`src/rtl/qrs_sqrt.sv`:
```
module qrs_sqrt #(
    parameter int RAD_W = 66,
    parameter int SB_W  = 8
) (
    input  logic                 aclk,
    input  logic                 aresetn,
    input  logic                 ce,
    input  logic                 in_vld,
    input  logic [RAD_W-1:0]     rad,
    input  logic [SB_W-1:0]      in_sb,
    output logic                 out_vld,
    output logic [RAD_W/2-1:0]   root,
    output logic [SB_W-1:0]      out_sb
);
    // one root bit per stage, restoring digit recurrence
    localparam int N  = RAD_W / 2;
    localparam int RW = N + 2;

    logic             vld_reg  [1:N];
    logic [RW-1:0]    rem_reg  [1:N];
    logic [N-1:0]     root_reg [1:N];
    logic [RAD_W-1:0] rad_reg  [1:N];
    logic [SB_W-1:0]  sb_reg   [1:N];

    for (genvar k = 0; k < N; k++) begin : g_stage
        logic             vld_in;
        logic [RW-1:0]    rem_in;
        logic [N-1:0]     root_in;
        logic [RAD_W-1:0] rad_in;
        logic [SB_W-1:0]  sb_in;
        logic [RW+1:0]    cur, trial;
        logic             take;

        if (k == 0) begin : g_first
            assign vld_in  = in_vld;
            assign rem_in  = '0;
            assign root_in = '0;
            assign rad_in  = rad;
            assign sb_in   = in_sb;
        end else begin : g_next
            assign vld_in  = vld_reg[k];
            assign rem_in  = rem_reg[k];
            assign root_in = root_reg[k];
            assign rad_in  = rad_reg[k];
            assign sb_in   = sb_reg[k];
        end

        assign cur   = {rem_in, rad_in[RAD_W-1 -: 2]};
        assign trial = {2'b00, root_in, 2'b01};
        assign take  = (cur >= trial);

        always_ff @(posedge aclk) begin
            if (!aresetn) begin
                vld_reg[k+1] <= 1'b0;
            end else if (ce) begin
                vld_reg[k+1] <= vld_in;
            end
        end

        always_ff @(posedge aclk) begin
            if (ce) begin
                rem_reg[k+1]  <= take ? RW'(cur - trial) : RW'(cur);
                root_reg[k+1] <= {root_in[N-2:0], take};
                rad_reg[k+1]  <= {rad_in[RAD_W-3:0], 2'b00};
                sb_reg[k+1]   <= sb_in;
            end
        end
    end

    assign out_vld = vld_reg[N];
    assign root    = root_reg[N];
    assign out_sb  = sb_reg[N];

endmodule

```
`config.mk`:
```
export PLATFORM = sky130hd
export DESIGN_NAME = qrs_sqrt
export DESIGN_NICKNAME = d
export VERILOG_FILES = /design/src/rtl/qrs_sqrt.sv
export SDC_FILE = /design/constraint.sdc
export NUM_CORES = 2
export LEC_CHECK = 0
export BUFFER_PORTS_ARGS = -buffer_cell sky130_fd_sc_hd__buf_2
export CAP_MARGIN = 20
export CORE_MARGIN = 4
export CORE_UTILIZATION = 30
export CTS_CLUSTER_SIZE = 14
export DETAILED_ROUTE_END_ITERATION = 8
export PLACE_DENSITY_LB_ADDON = 0.12
export SLEW_MARGIN = 15
export SYNTH_ARGS = -nofsm -noshare
export SYNTH_HDL_FRONTEND = slang
export SYNTH_MEMORY_MAX_BITS = 65536
export SYNTH_SLANG_ARGS = --single-unit
```
`constraint.sdc`:
```
create_clock -name aclk -period 4.02 [get_ports aclk]
set_input_delay 0.402 -clock aclk [delete_from_list [all_inputs] [get_ports aclk]]
set_output_delay 0.402 -clock aclk [all_outputs]
set_load 0.02 [all_outputs]
```
==> flow_summary.ini <==
[detailed_routing]
wirelength_mm = 303
top_layer_used = met5
routedWlPerCell_um = 18.1
vias_per_cell = 4.64
drtPass1Iterations = 6
wl_met1_mm = 142
ant_nets = 0
wl_met2_mm = 139
num_vias = 77700
first_iter_violations = 5084
wl_met3_mm = 12.3
drc = 0

[timing]
worstMarginPinSlew_ns = 1.04
rsz0062_at_grt = yes
fin_tns_setup_ns = 0
finClkSkew_ns = 0.0561
slew_headroom_pct = 29.8
drv_slew = 0
max_freq_ghz = 0.258
worst_hold_slack_ns = 0.0885
period_share_pct = 96.4
finalWorstSetupSlack_ns = 0.146
hold_violations = 0
finalSetupViolCount = 0
period_minus_slack_ns = 3.87

[yosys]
syn_inst = 9914
syn_nets = 10600
synth_area_leaders = edfxtp_1 (67%), ha_1 (5.6%), xor2_1 (3.3%)
ys_types = 81
ys_seq_area_share_pct = 67.2
synth_edf_count = 2981
synth-main-ff-cell = edfxtp_1
synthArstFlopShare_pct = 0
synth_area_per_cell_um2 = 13.4
synth-seq-cells = 2981
synth_largest_area_cell = edfxtp_1
netlist.area_leader.share_pct = 67.2
ys_warn_count = 0
netlist_area_mm2 = 0.133

[final_layout]
layout_commonest_cell = edfxtp_1
fin_nets = 11200
largest_register_ffs = 1067
layout-drive-gt1-share_pct = 9.67
area_growth_pct = 16.7
final_cell_mix = edfxtp_1 (2981), inv_1 (763), nand2_1 (706)

[clock_tree]
clk_pin_slew_ns = 0.06
tritoncts = built
cts_max_level = 5
insertion_delay_ns = 0.94
cts_buffers = 355
post-cts-setup-buffer-count = 0
cts_root_buf = clkbuf_16
clock_sinks = 2981
cts_max_path_buffers = 4

[setup_path]
crit_family = simple AND/OR/NAND/NOR gates
end_kind = register
required_ns = 4.69
crit_top_cell = or4_4
startpoint_type = register
cp_slowest_stage_delay_ns = 0.54
cp_max_fo = 15
path_class = reg -> reg
worstPathCellList = or4_4, or3_1, or4_4, or4_4, or4_4, nor3_1, nand2_1, or3b_1, buf_12, nor3_1, xor2_1
worstPathBufferInverterCount = 1
cp_data_arrival_time_ns = 4.54
slowest_stage = or4_4

[die]
ios = 120
coreArea_mm2 = 0.442
fp.dieH_um = 675
start_util_pct = 30.2
fp.dieW_um = 675
dieArea_mm2 = 0.455
placementRows = 244

[run]
drv_cap = 0

[pwr]
power.leakage_nw = 58.3
irDropWorstVdd_mv = 0.392
p_per_area_mw_per_mm2 = 577

[grt]
grt_pass1_wl_mm = 466
antenna_found_initial = 7
grt_start_max_net_pins = 127
first_global_vias = 77800
grt_usage_pct = 13.0
grt.overflow.total = 0

[place]
dp_hpwl_mm = 217
dp_slack_ns = 0.0726
port-buffer-count = 119
gp_congestion = 0.869

[min_path]
min_path_type = in -> reg

[status]
status = finished clean
## Yosys cell counts, types with 15 or more instances
cell and n:
edfxtp_1 2981, inv_1 763, nand2_1 706, ha_1 596, a21oi_1 575, o21ai_0 569, nor2_1 543, xor2_1 499
xnor2_1 391, nor3_1 233, a21o_1 229, clkbuf_1 162, nand3_1 150, nor4_1 138, or3_1 124, nand2b_1 123
o21a_1 97, and3_1 95, nand4_1 88, nor2b_1 85, or4_1 70, mux2_2 62, o31ai_1 58, or2_2 58
a31oi_1 55, o21bai_1 49, a211oi_1 43, and2_1 27, nand3b_1 23, o211ai_1 23, o31a_1 17, a211o_1 16
a2111oi_0 15, nand4b_1 15, nor3b_1 15
## cell type report
class	count	area, um2
clock buffers	425	9210
multi-input cells	5996	40400
flip-flops and latches	2981	89500
inverters	763	2860
clock inverters	217	2380
well taps	5904	7390
repair buffers	456	3810
diodes	1	2.50
fillers	42600	287000
## power by group
| part | switching [mW] | internal [mW] |
|---|---|---|
| Clock | 12.9 | 19.1 |
| Sequential | 2.52 | 39.0 |
| Combinational | 9.42 | 6.76 |
| Total | 24.9 | 64.9 |
## path summary, 6_finish.rpt
| kind | start | to | slack, ns | cells after the start |
|---|---|---|---|---|
| worst max-delay path | rem_reg[0][153] | rem_reg[0][198] | 0.15 | 11 |
| worst min-delay path | ce | rad_reg[0][211] | 0.09 | 1 |
| worst max register to register | rem_reg[0][153] | rem_reg[0][198] | 0.15 | 11 |
| worst min register to register | rad_reg[0][949] | rad_reg[0][1015] | 0.40 | 0 |
## cells by family after synthesis
kind of cell / share of synthesized area [%]
flops: 67.2
simple gates: 9.40
buf+inv: 2.65
compound gates: 8.74
other cells: 0.00281
mux: 0.599
xor+xnor: 5.85
fa+ha+maj: 5.59
## per-layer routing
metal	vias up	global-route usage, %
met2	1492	21.0
met1	37500	17.8
li1	38100	-
met5	-	0
met4	2	4.15
met3	504	2.11
## per-stage QoR
| step | power, mW | cell area [um2] | std cells | utilization (%) |
|---|---|---|---|---|
| after global placement | 58.1 | 143000 | 16000 | 32.4 |
| final | 89.7 | 156000 | 16700 | 35.2 |
| after floorplan | 52.2 | 133000 | 9914 | - |
| after CTS | 91.4 | 156000 | 16700 | 35.2 |
| after detailed placement | 58.3 | 143000 | 16000 | 32.4 |
| after global routing | 94.9 | 156000 | 16700 | 35.2 |
## what timing repair did
item / CTS / global route
hold endpoints to repair: 87 / 0
hold buffers: 78 / 0
resized for setup: 0 / 8
endpoints found under the setup margin: 0 / 71
(Power assumes the default switching activity.)
